$ cat config.mk
export PLATFORM = sky130hd
export DESIGN_NAME = sha1_variant_digest
export DESIGN_NICKNAME = d
export VERILOG_FILES = /design/src/hw/rtl/sha1v_pkg.sv /design/src/hw/rtl/sha1v_wmem.sv /design/src/hw/rtl/sha1v_core.sv /design/src/hw/rtl/sha1v_ctrl.sv /design/src/hw/rtl/sha1_variant_digest.sv
export SDC_FILE = /design/constraint.sdc
export NUM_CORES = 2
export LEC_CHECK = 0
export BUFFER_PORTS_ARGS = -buffer_cell sky130_fd_sc_hd__buf_2
export CAP_MARGIN = 20
export CORE_MARGIN = 5
export CORE_UTILIZATION = 25
export DETAILED_ROUTE_END_ITERATION = 7
export PLACE_DENSITY = 0.41
export SLEW_MARGIN = 10
export SYNTH_ARGS = -nofsm -noshare
export SYNTH_HDL_FRONTEND = slang
export SYNTH_HIERARCHICAL = 1
export SYNTH_SLANG_ARGS = --single-unit
$ cat constraint.sdc
create_clock -name clock -period 6.35 [get_ports clock]
set_input_delay 1.27 -clock clock [delete_from_list [all_inputs] [get_ports clock]]
set_output_delay 1.27 -clock clock [all_outputs]
set_load 0.05 [all_outputs]
$ cat src/hw/rtl/sha1v_pkg.sv
// ----------------------------------------------------------------------------
// sha1v_pkg
// shared types, codes and constants of the sha1 variant digest block
// ----------------------------------------------------------------------------
package sha1v_pkg;

   typedef logic [31:0] word_type;

   typedef enum logic [2:0] {
      ST_IDLE,
      ST_PAD,
      ST_INIT,
      ST_RD,
      ST_EXE,
      ST_FIN,
      ST_CHECK,
      ST_EMIT
   } state_type;

   // what follows the running compression
   typedef enum logic [1:0] {
      PEND_ACCEPT,
      PEND_PAD_MARK,
      PEND_PAD_LEN,
      PEND_EMIT
   } pend_type;

   typedef enum logic [1:0] {
      RD_NONE,
      RD_FIRST,
      RD_SECOND
   } rd_sel_type;

   typedef struct packed {
      rd_sel_type rd_sel;
      logic [3:0] rd_idx;
      logic       cap_x;
      logic       exe;
      logic [3:0] w_idx;
      logic       w_sched;
      logic       ext_we;
      logic [3:0] ext_addr;
      word_type   ext_data;
   } wm_ctl_type;

   typedef struct packed {
      logic       load_iv;
      logic       init;
      logic       exe;
      logic [6:0] round;
      logic       fin;
      logic       chk;
      logic [2:0] chk_idx;
      logic [2:0] out_idx;
   } core_ctl_type;

   localparam word_type K_ROUND0 = 32'hd8f7_b6a3;
   localparam word_type K_ROUND1 = 32'h146e_79fc;
   localparam word_type K_ROUND2 = 32'h3f08_a342;
   localparam word_type K_ROUND3 = 32'he8c1_68aa;

   localparam word_type IV0_RESET = 32'h545f_7702;
   localparam word_type IV1_RESET = 32'hcb19_042b;
   localparam word_type IV2_RESET = 32'hdb8d_ca18;
   localparam word_type IV3_RESET = 32'h28b2_b375;
   localparam word_type IV4_RESET = 32'hf237_21ad;
   localparam logic [7:0] DIFF_RESET = 8'd0;

   localparam logic [7:0] PAD_BYTE = 8'h80;

   localparam logic [2:0] CSR_IV0  = 3'd0;
   localparam logic [2:0] CSR_IV1  = 3'd1;
   localparam logic [2:0] CSR_IV2  = 3'd2;
   localparam logic [2:0] CSR_IV3  = 3'd3;
   localparam logic [2:0] CSR_IV4  = 3'd4;
   localparam logic [2:0] CSR_DIFF = 3'd5;

   localparam logic [6:0] LAST_ROUND = 7'd79;
   localparam logic [6:0] SCHED_START = 7'd16;
   localparam logic [2:0] LAST_WORD = 3'd4;
   localparam logic [3:0] LAST_SLOT = 4'd15;
   localparam logic [5:0] LAST_POS = 6'd63;
   localparam logic [5:0] LEN_LIMIT = 6'd56;
   localparam logic [1:0] LAST_LANE = 2'd3;

endpackage

$ cat src/hw/rtl/sha1v_wmem.sv
// ----------------------------------------------------------------------------
// sha1v_wmem
// 16-word block and message schedule memory, two registered read ports,
// one write port, schedule word generation over two reads per round
// ----------------------------------------------------------------------------
module sha1v_wmem (
   input  logic                  clock,
   input  sha1v_pkg::wm_ctl_type ctl,
   output sha1v_pkg::word_type   w
);
   import sha1v_pkg::*;

   word_type   mem_ff [16];
   word_type   rda_ff;
   word_type   rdb_ff;
   word_type   x_ff;
   word_type   x_in;
   word_type   mix;
   word_type   wdata;
   logic       we;
   logic [3:0] waddr;
   logic [3:0] ra;
   logic [3:0] rb;

   // first read: w[j-8], w[j-14]; second read: w[j-16], w[j-3]
   always_comb begin
      case (ctl.rd_sel)
         RD_FIRST: begin
            ra = ctl.rd_idx + 4'd8;
            rb = ctl.rd_idx + 4'd2;
         end
         RD_SECOND: begin
            ra = ctl.rd_idx;
            rb = ctl.rd_idx + 4'd13;
         end
         default: begin
            ra = ctl.rd_idx;
            rb = ctl.rd_idx;
         end
      endcase
   end

   always_comb begin
      mix   = x_ff ^ rda_ff ^ rdb_ff;
      w     = ctl.w_sched ? {mix[30:0], mix[31]} : rda_ff;
      x_in  = ctl.cap_x ? (rda_ff ^ rdb_ff) : x_ff;
      we    = ctl.exe | ctl.ext_we;
      waddr = ctl.exe ? ctl.w_idx : ctl.ext_addr;
      wdata = ctl.exe ? w : ctl.ext_data;
   end

   always_ff @(posedge clock) begin
      if (we) begin
         mem_ff[waddr] <= wdata;
      end
      rda_ff <= mem_ff[ra];
      rdb_ff <= mem_ff[rb];
      x_ff   <= x_in;
   end

endmodule

$ cat src/hw/rtl/sha1v_core.sv
// ----------------------------------------------------------------------------
// sha1v_core
// working variables, round function, chaining words and difficulty check
// ----------------------------------------------------------------------------
module sha1v_core (
   input  logic                      clock,
   input  sha1v_pkg::core_ctl_type   ctl,
   input  sha1v_pkg::word_type [4:0] iv,
   input  logic [7:0]                difficulty,
   input  sha1v_pkg::word_type       w,
   output sha1v_pkg::word_type       out_word,
   output logic                      flag
);
   import sha1v_pkg::*;

   word_type [4:0] chain_ff;
   word_type [4:0] chain_in;
   word_type       a_ff, b_ff, c_ff, d_ff, e_ff;
   word_type       a_in, b_in, c_in, d_in, e_in;
   word_type       f;
   word_type       k;
   word_type       t;
   word_type       chk_word;
   logic           flag_ff;
   logic           flag_in;
   logic           bad;
   logic [7:0]     bit_pos;

   always_comb begin
      if (ctl.round < 7'd20) begin
         f = (b_ff & c_ff) | (~b_ff & d_ff);
         k = K_ROUND0;
      end else if (ctl.round < 7'd40) begin
         f = b_ff ^ c_ff ^ d_ff;
         k = K_ROUND1;
      end else if (ctl.round < 7'd60) begin
         f = (d_ff & c_ff) | (b_ff & (d_ff | c_ff));
         k = K_ROUND2;
      end else begin
         f = b_ff ^ c_ff ^ d_ff;
         k = K_ROUND3;
      end
      t = {a_ff[26:0], a_ff[31:27]} + e_ff + w + f + k;
   end

   always_comb begin
      a_in = a_ff;
      b_in = b_ff;
      c_in = c_ff;
      d_in = d_ff;
      e_in = e_ff;
      if (ctl.init) begin
         a_in = chain_ff[0];
         b_in = chain_ff[1];
         c_in = chain_ff[2];
         d_in = chain_ff[3];
         e_in = chain_ff[4];
      end else if (ctl.exe) begin
         a_in = t;
         b_in = a_ff;
         c_in = {b_ff[1:0], b_ff[31:2]};
         d_in = c_ff;
         e_in = d_ff;
      end
   end

   always_comb begin
      chain_in = chain_ff;
      if (ctl.load_iv) begin
         chain_in = iv;
      end else if (ctl.fin) begin
         chain_in[0] = chain_ff[0] + a_ff;
         chain_in[1] = chain_ff[1] + b_ff;
         chain_in[2] = chain_ff[2] + c_ff;
         chain_in[3] = chain_ff[3] + d_ff;
         chain_in[4] = chain_ff[4] + e_ff;
      end
   end

   // digest bit order: bytes low first, each byte msb first
   always_comb begin
      chk_word = chain_ff[ctl.chk_idx];
      bad      = 1'b0;
      bit_pos  = 8'd0;
      for (int j = 0; j < 4; j++) begin
         for (int b = 0; b < 8; b++) begin
            bit_pos = {ctl.chk_idx, 5'd0} + 8'(8 * j + 7 - b);
            if (chk_word[8 * j + b] && (bit_pos < difficulty)) begin
               bad = 1'b1;
            end
         end
      end
      flag_in = flag_ff;
      if (ctl.chk) begin
         flag_in = ((ctl.chk_idx == 3'd0) ? 1'b1 : flag_ff) & ~bad;
      end
   end

   always_ff @(posedge clock) begin
      chain_ff <= chain_in;
      a_ff     <= a_in;
      b_ff     <= b_in;
      c_ff     <= c_in;
      d_ff     <= d_in;
      e_ff     <= e_in;
      flag_ff  <= flag_in;
   end

   assign out_word = chain_ff[ctl.out_idx];
   assign flag     = flag_ff;

endmodule

$ cat src/hw/rtl/sha1v_ctrl.sv
// ----------------------------------------------------------------------------
// sha1v_ctrl
// sequencer: byte packing, padding, round stepping, check and result output
// ----------------------------------------------------------------------------
module sha1v_ctrl (
   input  logic                    clock,
   input  logic                    reset,
   input  logic                    in_valid,
   output logic                    in_ready,
   input  logic [7:0]              in_data,
   input  logic                    in_last,
   output logic                    out_valid,
   input  logic                    out_ready,
   output logic [2:0]              out_index,
   output logic                    out_last,
   output sha1v_pkg::wm_ctl_type   wm_ctl,
   output sha1v_pkg::core_ctl_type core_ctl
);
   import sha1v_pkg::*;

   state_type   state_ff, state_in;
   pend_type    pend_ff, pend_in;
   logic [28:0] cnt_ff, cnt_in;
   word_type    acc_ff, acc_in;
   logic        open_ff, open_in;
   logic [3:0]  pad_idx_ff, pad_idx_in;
   logic        mark_ff, mark_in;
   logic        len_ff, len_in;
   logic [6:0]  round_ff, round_in;
   logic [2:0]  idx_ff, idx_in;

   logic [28:0] cnt_inc;
   logic [1:0]  lane;
   logic [5:0]  pos;
   logic [5:0]  rem;
   word_type    keep;
   word_type    word_new;
   word_type    marker;
   word_type    bits;

   always_comb begin
      lane     = cnt_ff[1:0];
      pos      = cnt_ff[5:0];
      cnt_inc  = cnt_ff + 29'd1;
      rem      = cnt_inc[5:0];
      keep     = ~(32'hffff_ffff >> {lane, 3'b000});
      word_new = (acc_ff & keep) | (word_type'(in_data) << (5'd24 - {lane, 3'b000}));
      marker   = (acc_ff & keep) | (word_type'(PAD_BYTE) << (5'd24 - {lane, 3'b000}));
      bits     = {cnt_ff, 3'b000};
   end

   always_comb begin
      state_in   = state_ff;
      pend_in    = pend_ff;
      cnt_in     = cnt_ff;
      acc_in     = acc_ff;
      open_in    = open_ff;
      pad_idx_in = pad_idx_ff;
      mark_in    = mark_ff;
      len_in     = len_ff;
      round_in   = round_ff;
      idx_in     = idx_ff;

      in_ready  = 1'b0;
      out_valid = 1'b0;

      wm_ctl          = '0;
      wm_ctl.rd_sel   = RD_NONE;
      core_ctl        = '0;
      core_ctl.round   = round_ff;
      core_ctl.chk_idx = idx_ff;
      core_ctl.out_idx = idx_ff;

      case (state_ff)
         ST_IDLE: begin
            in_ready = 1'b1;
            if (in_valid) begin
               core_ctl.load_iv = ~open_ff;
               open_in = 1'b1;
               cnt_in  = cnt_inc;
               acc_in  = word_new;
               if (lane == LAST_LANE) begin
                  wm_ctl.ext_we   = 1'b1;
                  wm_ctl.ext_addr = pos[5:2];
                  wm_ctl.ext_data = word_new;
               end
               if (!in_last) begin
                  if (pos == LAST_POS) begin
                     pend_in  = PEND_ACCEPT;
                     state_in = ST_INIT;
                  end
               end else if (rem == 6'd0) begin
                  pend_in  = PEND_PAD_MARK;
                  state_in = ST_INIT;
               end else begin
                  pad_idx_in = rem[5:2];
                  mark_in    = 1'b1;
                  len_in     = (rem <= LEN_LIMIT);
                  pend_in    = (rem <= LEN_LIMIT) ? PEND_EMIT : PEND_PAD_LEN;
                  state_in   = ST_PAD;
               end
            end
         end
         ST_PAD: begin
            wm_ctl.ext_we   = 1'b1;
            wm_ctl.ext_addr = pad_idx_ff;
            if (mark_ff) begin
               wm_ctl.ext_data = marker;
            end else if (len_ff && (pad_idx_ff == LAST_SLOT)) begin
               wm_ctl.ext_data = bits;
            end else begin
               wm_ctl.ext_data = '0;
            end
            mark_in = 1'b0;
            if (pad_idx_ff == LAST_SLOT) begin
               state_in = ST_INIT;
            end else begin
               pad_idx_in = pad_idx_ff + 4'd1;
            end
         end
         ST_INIT: begin
            core_ctl.init = 1'b1;
            wm_ctl.rd_sel = RD_FIRST;
            wm_ctl.rd_idx = 4'd0;
            round_in      = 7'd0;
            state_in      = ST_RD;
         end
         ST_RD: begin
            wm_ctl.cap_x  = 1'b1;
            wm_ctl.rd_sel = RD_SECOND;
            wm_ctl.rd_idx = round_ff[3:0];
            state_in      = ST_EXE;
         end
         ST_EXE: begin
            wm_ctl.exe     = 1'b1;
            wm_ctl.w_idx   = round_ff[3:0];
            wm_ctl.w_sched = (round_ff >= SCHED_START);
            wm_ctl.rd_sel  = RD_FIRST;
            wm_ctl.rd_idx  = round_ff[3:0] + 4'd1;
            core_ctl.exe   = 1'b1;
            if (round_ff == LAST_ROUND) begin
               state_in = ST_FIN;
            end else begin
               round_in = round_ff + 7'd1;
               state_in = ST_RD;
            end
         end
         ST_FIN: begin
            core_ctl.fin = 1'b1;
            case (pend_ff)
               PEND_ACCEPT: begin
                  state_in = ST_IDLE;
               end
               PEND_PAD_MARK: begin
                  pad_idx_in = 4'd0;
                  mark_in    = 1'b1;
                  len_in     = 1'b1;
                  pend_in    = PEND_EMIT;
                  state_in   = ST_PAD;
               end
               PEND_PAD_LEN: begin
                  pad_idx_in = 4'd0;
                  mark_in    = 1'b0;
                  len_in     = 1'b1;
                  pend_in    = PEND_EMIT;
                  state_in   = ST_PAD;
               end
               default: begin
                  idx_in   = 3'd0;
                  state_in = ST_CHECK;
               end
            endcase
         end
         ST_CHECK: begin
            core_ctl.chk = 1'b1;
            if (idx_ff == LAST_WORD) begin
               idx_in   = 3'd0;
               state_in = ST_EMIT;
            end else begin
               idx_in = idx_ff + 3'd1;
            end
         end
         ST_EMIT: begin
            out_valid = 1'b1;
            if (out_ready) begin
               if (idx_ff == LAST_WORD) begin
                  cnt_in   = '0;
                  open_in  = 1'b0;
                  state_in = ST_IDLE;
               end else begin
                  idx_in = idx_ff + 3'd1;
               end
            end
         end
         default: begin
            state_in = ST_IDLE;
         end
      endcase
   end

   always_ff @(posedge clock) begin
      if (reset) begin
         state_ff <= ST_IDLE;
         cnt_ff   <= '0;
         open_ff  <= 1'b0;
      end else begin
         state_ff <= state_in;
         cnt_ff   <= cnt_in;
         open_ff  <= open_in;
      end
   end

   always_ff @(posedge clock) begin
      pend_ff    <= pend_in;
      acc_ff     <= acc_in;
      pad_idx_ff <= pad_idx_in;
      mark_ff    <= mark_in;
      len_ff     <= len_in;
      round_ff   <= round_in;
      idx_ff     <= idx_in;
   end

   assign out_index = idx_ff;
   assign out_last  = (idx_ff == LAST_WORD);

endmodule

$ cat src/hw/rtl/sha1_variant_digest.sv
// ----------------------------------------------------------------------------
// sha1_variant_digest
// 80-round sha1-style digest with register iv and altered round constants
// ----------------------------------------------------------------------------
// a byte is accepted only while idle; every 64th byte starts a compression,
// each round a read step then an execute step, set by the two-read-port
// schedule memory; after the last byte: padding, one or two compressions, a
// check of five words, then five result transactions, one per cycle if taken
// on reset the iv and difficulty registers take their default values, control
// returns to idle; other registers and the schedule memory are not cleared
// ----------------------------------------------------------------------------
module sha1_variant_digest (
   input  logic        clock,
   input  logic        reset,
   input  logic        req_tvalid,
   output logic        req_tready,
   input  logic [7:0]  req_tdata,   // data_byte
   input  logic        req_tlast,
   output logic        rsp_tvalid,
   input  logic        rsp_tready,
   output logic [31:0] rsp_tdata,   // digest_word
   output logic [3:0]  rsp_tuser,   // word_index [2:0], meets_difficulty [3]
   output logic        rsp_tlast,
   input  logic        csr_wen,
   input  logic [2:0]  csr_index,
   input  logic [31:0] csr_wdata
);
   import sha1v_pkg::*;

   word_type [4:0] iv_ff;
   word_type [4:0] iv_in;
   logic [7:0]     diff_ff;
   logic [7:0]     diff_in;
   wm_ctl_type     wm_ctl;
   core_ctl_type   core_ctl;
   word_type       w;
   word_type       out_word;
   logic           flag;
   logic [2:0]     out_index;

   always_comb begin
      iv_in   = iv_ff;
      diff_in = diff_ff;
      if (csr_wen) begin
         case (csr_index)
            CSR_IV0:  iv_in[0] = csr_wdata;
            CSR_IV1:  iv_in[1] = csr_wdata;
            CSR_IV2:  iv_in[2] = csr_wdata;
            CSR_IV3:  iv_in[3] = csr_wdata;
            CSR_IV4:  iv_in[4] = csr_wdata;
            CSR_DIFF: diff_in = csr_wdata[7:0];
            default: begin
               diff_in = diff_ff;
            end
         endcase
      end
   end

   always_ff @(posedge clock) begin
      if (reset) begin
         iv_ff[0] <= IV0_RESET;
         iv_ff[1] <= IV1_RESET;
         iv_ff[2] <= IV2_RESET;
         iv_ff[3] <= IV3_RESET;
         iv_ff[4] <= IV4_RESET;
         diff_ff  <= DIFF_RESET;
      end else begin
         iv_ff   <= iv_in;
         diff_ff <= diff_in;
      end
   end

   sha1v_ctrl u_ctrl (
      .clock     (clock),
      .reset     (reset),
      .in_valid  (req_tvalid),
      .in_ready  (req_tready),
      .in_data   (req_tdata),
      .in_last   (req_tlast),
      .out_valid (rsp_tvalid),
      .out_ready (rsp_tready),
      .out_index (out_index),
      .out_last  (rsp_tlast),
      .wm_ctl    (wm_ctl),
      .core_ctl  (core_ctl)
   );

   sha1v_wmem u_wmem (
      .clock (clock),
      .ctl   (wm_ctl),
      .w     (w)
   );

   sha1v_core u_core (
      .clock      (clock),
      .ctl        (core_ctl),
      .iv         (iv_ff),
      .difficulty (diff_ff),
      .w          (w),
      .out_word   (out_word),
      .flag       (flag)
   );

   assign rsp_tdata = out_word;
   assign rsp_tuser = {flag, out_index};

`ifndef SYNTHESIS
   a_no_overlap: assert property (@(posedge clock) disable iff (reset)
      !(rsp_tvalid && req_tready))
      else $error("input taken while results pending");

   a_last_is_e: assert property (@(posedge clock) disable iff (reset)
      (rsp_tvalid && rsp_tlast) |-> (rsp_tuser[2:0] == LAST_WORD))
      else $error("last flag on a word other than e");

   a_ready_after_digest: assert property (@(posedge clock) disable iff (reset)
      (rsp_tvalid && rsp_tready && rsp_tlast) |=> (req_tready && !rsp_tvalid))
      else $error("not idle after the last digest word");

   a_index_steps: assert property (@(posedge clock) disable iff (reset)
      (rsp_tvalid && rsp_tready && !rsp_tlast) |=>
      (rsp_tvalid && (rsp_tuser[2:0] == $past(rsp_tuser[2:0]) + 3'd1)))
      else $error("digest words out of order");
`endif

endmodule

==> results.toml <==
[synthesis]
syn-instance-count = 6599
synth.distinct_cells = 109
syn_nets = 6987
synth_async_sr_flop_share_pct = 0
synth_edf_count = 907
yosysWarnings = 6
ys_ff_latch = 1172
synthesis.area_um2 = 73900
ys_seq_area_share_pct = 44.0
synth_flop_cell = "edfxtp_1"
avgSynthCellArea_um2 = 11.2

[cts]
clk_latency_ns = 0.85
clkTransAtPathRegs_ns = 0.06
cts_max_path_buffers = 4
cts-root-buf = "clkbuf_16"
numCtsBuffers = 154
cts_sinks = 1172
htreeDepth = 4
cts_tree = "built"

[placement]
dp_hpwl_mm = 198
port_buffers = 87
gp_congestion = 0.914

[sta]
fin_crit_sh_pct = 93.9
relSlewSlack_pct = 23.0
setup_viol = 0
fmax_ghz = 0.168
hold_viol = 0
slew_viol_final = 0
tns_ns = 0
tightest_slew_ns = 1.15
fin_crit_ns = 5.96
grt_setup_unrepaired = "false"
skew_ns = 0.0476

[setup_path]
crit_arrival_ns = 6.64
rrSetupSlack_ns = 0.39
path_buf_inv = 5
criticalPathCategory = "reg2reg"
worstSetupStartpointType = "register"
cp_top_family = "adder cells"
cp.required_ns = 7.03
cp_slowest_cell = "fa_1"
path_cells = "inv_1 > or3_1 > nor2_4 > buf_12 > buf_12 > mux2_2 > fa_1 > inv_1 > fa_1 > inv_1 > fa_1 > ha_1 > a21o_1 > a21o_1 > a21oi_1 > o21ai_0 > a31oi_1 > o21ai_1 > a221oi_2 > a21oi_1 > or4b_1 > nand3_1"
r2r-start = "u_ctrl/state_ff[2]"
crit_fanout = 23
r2r_cells = 22
slowest_delay_ns = 0.54
end_kind = "register"
rr_endpoint = "u_core/a_ff[30]"

[floorplan]
ios = 88
die_area_um2 = 307000
die_h_um = 554
chipWidth_um = 554
core-area_um2 = 294000
num_rows = 199
start_util_pct = 25.1

[routing]
post_drt_wl_per_cell_um = 28.0
detail-route-antenna-nets = 0
num_vias = 58200
drt-total-wl_mm = 296
vias_per_cell = 5.52
drt_iter0_drc = 5691
drc = 0
drt-pass1-iter-count = 6

[grt]
grt_pass1_vias = 55900
track_usage_pct = 18.4
overflow = 0
grt_start_max_net_pins = 140
grt_first_pass_wirelength_mm = 420
antenna_found_initial = 21

[layout]
fillCellCount = 30400
layout-drive-gt1-share_pct = 14.6
final_common_cell = "edfxtp_1"
final_cell_mix = "edfxtp_1 (907), nand2_1 (458), mux2i_1 (443), o21ai_0 (384), nor2_1 (358)"
multi_input_area_um2 = 38600
register_area_um2 = 32500
num-nets-final = 6886
syn2layout_area_growth_pct = 13.5

[worst_hold_path]
hold_path_end = "iv_ff[129]"
hp-start = "iv_ff[129]"
hold_path_class = "reg2reg"
worstHoldPathCells = 2

[status]
status = "complete, no violations"

[job]
cap_violations = 0
stage by stage:
stage,hold slack [ns],cells,worst slack [ns],utilization [%],instance area [um^2]
2_1_floorplan,0.441,6599,0.196,-,73900
4_1_cts,0.479,10500,0.204,28.5,83900
5_1_grt,0.497,10500,0.0718,28.5,83900
6_report,0.476,10500,0.387,28.5,83900
3_3_place_gp,0.462,10300,0.175,26.8,78900
3_5_place_dp,0.462,10300,0.228,26.8,78900
cells in the mapped netlist, types with 143 or more instances:
cell,number,area [um^2]
a21oi_1,249,1250
a221oi_1,169,1480
buf_2,148,741
clkbuf_1,255,957
dfxtp_1,265,5310
edfxtp_1,907,27200
ha_1,211,2640
inv_1,210,788
mux2_2,206,2320
mux2i_1,443,4430
mux4_2,193,4350
nand2_1,459,1720
nand2b_1,166,1040
nor2_1,377,1420
o21ai_0,384,1920
o221ai_1,307,2690
o22ai_1,198,1240
xor2_1,143,1250
layout make-up:
type	count	share of cell area, %
multi-input cells	4714	46.0
clock buffers	214	5.24
repair buffers	239	2.47
well taps	3919	5.84
clock inverters	60	0.671
inverters	217	0.984
diodes	5	0.0149
flip-flops and latches	1172	38.8
cells by family after synthesis:
| logic type | after synthesis | share of synthesized area, % |
|---|---|---|
| simple gates | 1393 | 8.98 |
| mux | 842 | 15.0 |
| buf+inv | 713 | 4.24 |
| compound gates | 1905 | 17.9 |
| flops | 1172 | 44.0 |
| fa+ha+maj | 339 | 7.04 |
| xor+xnor | 235 | 2.78 |
worst min-delay path, delay by kind of cell (launching register included):
kind          cells  cell delay (ns)
flops             1             0.31
mux               1             0.06
simple gates      1             0.06
repair_timing:
item,in CTS,in global routing
hold buffers,0,0
endpoints found under the setup margin,0,3
gates resized for setup,0,0
buffers inserted,0,1
registers in the layout, summed over array words and instances, names as in the netlist, 29 cells and up:
register	flops
u_core/a_ff	32
u_wmem/mem_ff	512
u_wmem/rdb_ff	32
iv_ff	160
u_core/chain_ff	160
u_core/b_ff	32
u_core/e_ff	32
u_ctrl/cnt_ff	29
u_core/d_ff	32
u_core/c_ff	32
u_wmem/rda_ff	32
u_wmem/x_ff	32
how the worst max path moves through the flow:
stage	startpoint	to	slack, ns	cells past startpoint
floorplan	u_ctrl/state_ff[2]	u_core/a_ff[31]	0.20	25
global placement	u_ctrl/state_ff[2]	u_core/a_ff[30]	0.17	21
detailed placement	u_ctrl/state_ff[2]	u_core/a_ff[30]	0.23	21
CTS	u_ctrl/state_ff[2]	u_core/a_ff[30]	0.20	21
global route	u_ctrl/state_ff[2]	u_core/a_ff[31]	0.07	23
finish	u_ctrl/state_ff[2]	u_core/a_ff[30]	0.39	22
metal layers:
layer / GRT usage (%) / routed length (um) / part of all wire (%)
met5: 0 / 27 / 0.0091
met1: 26.9 / 138000 / 47
met3: 2.65 / 18300 / 6.2
met2: 28.7 / 132000 / 45
met4: 4.59 / 7860 / 2.7
Power is not shown: default switching activity piles up to over one toggle a cycle in this logic, so the estimate is an artifact.
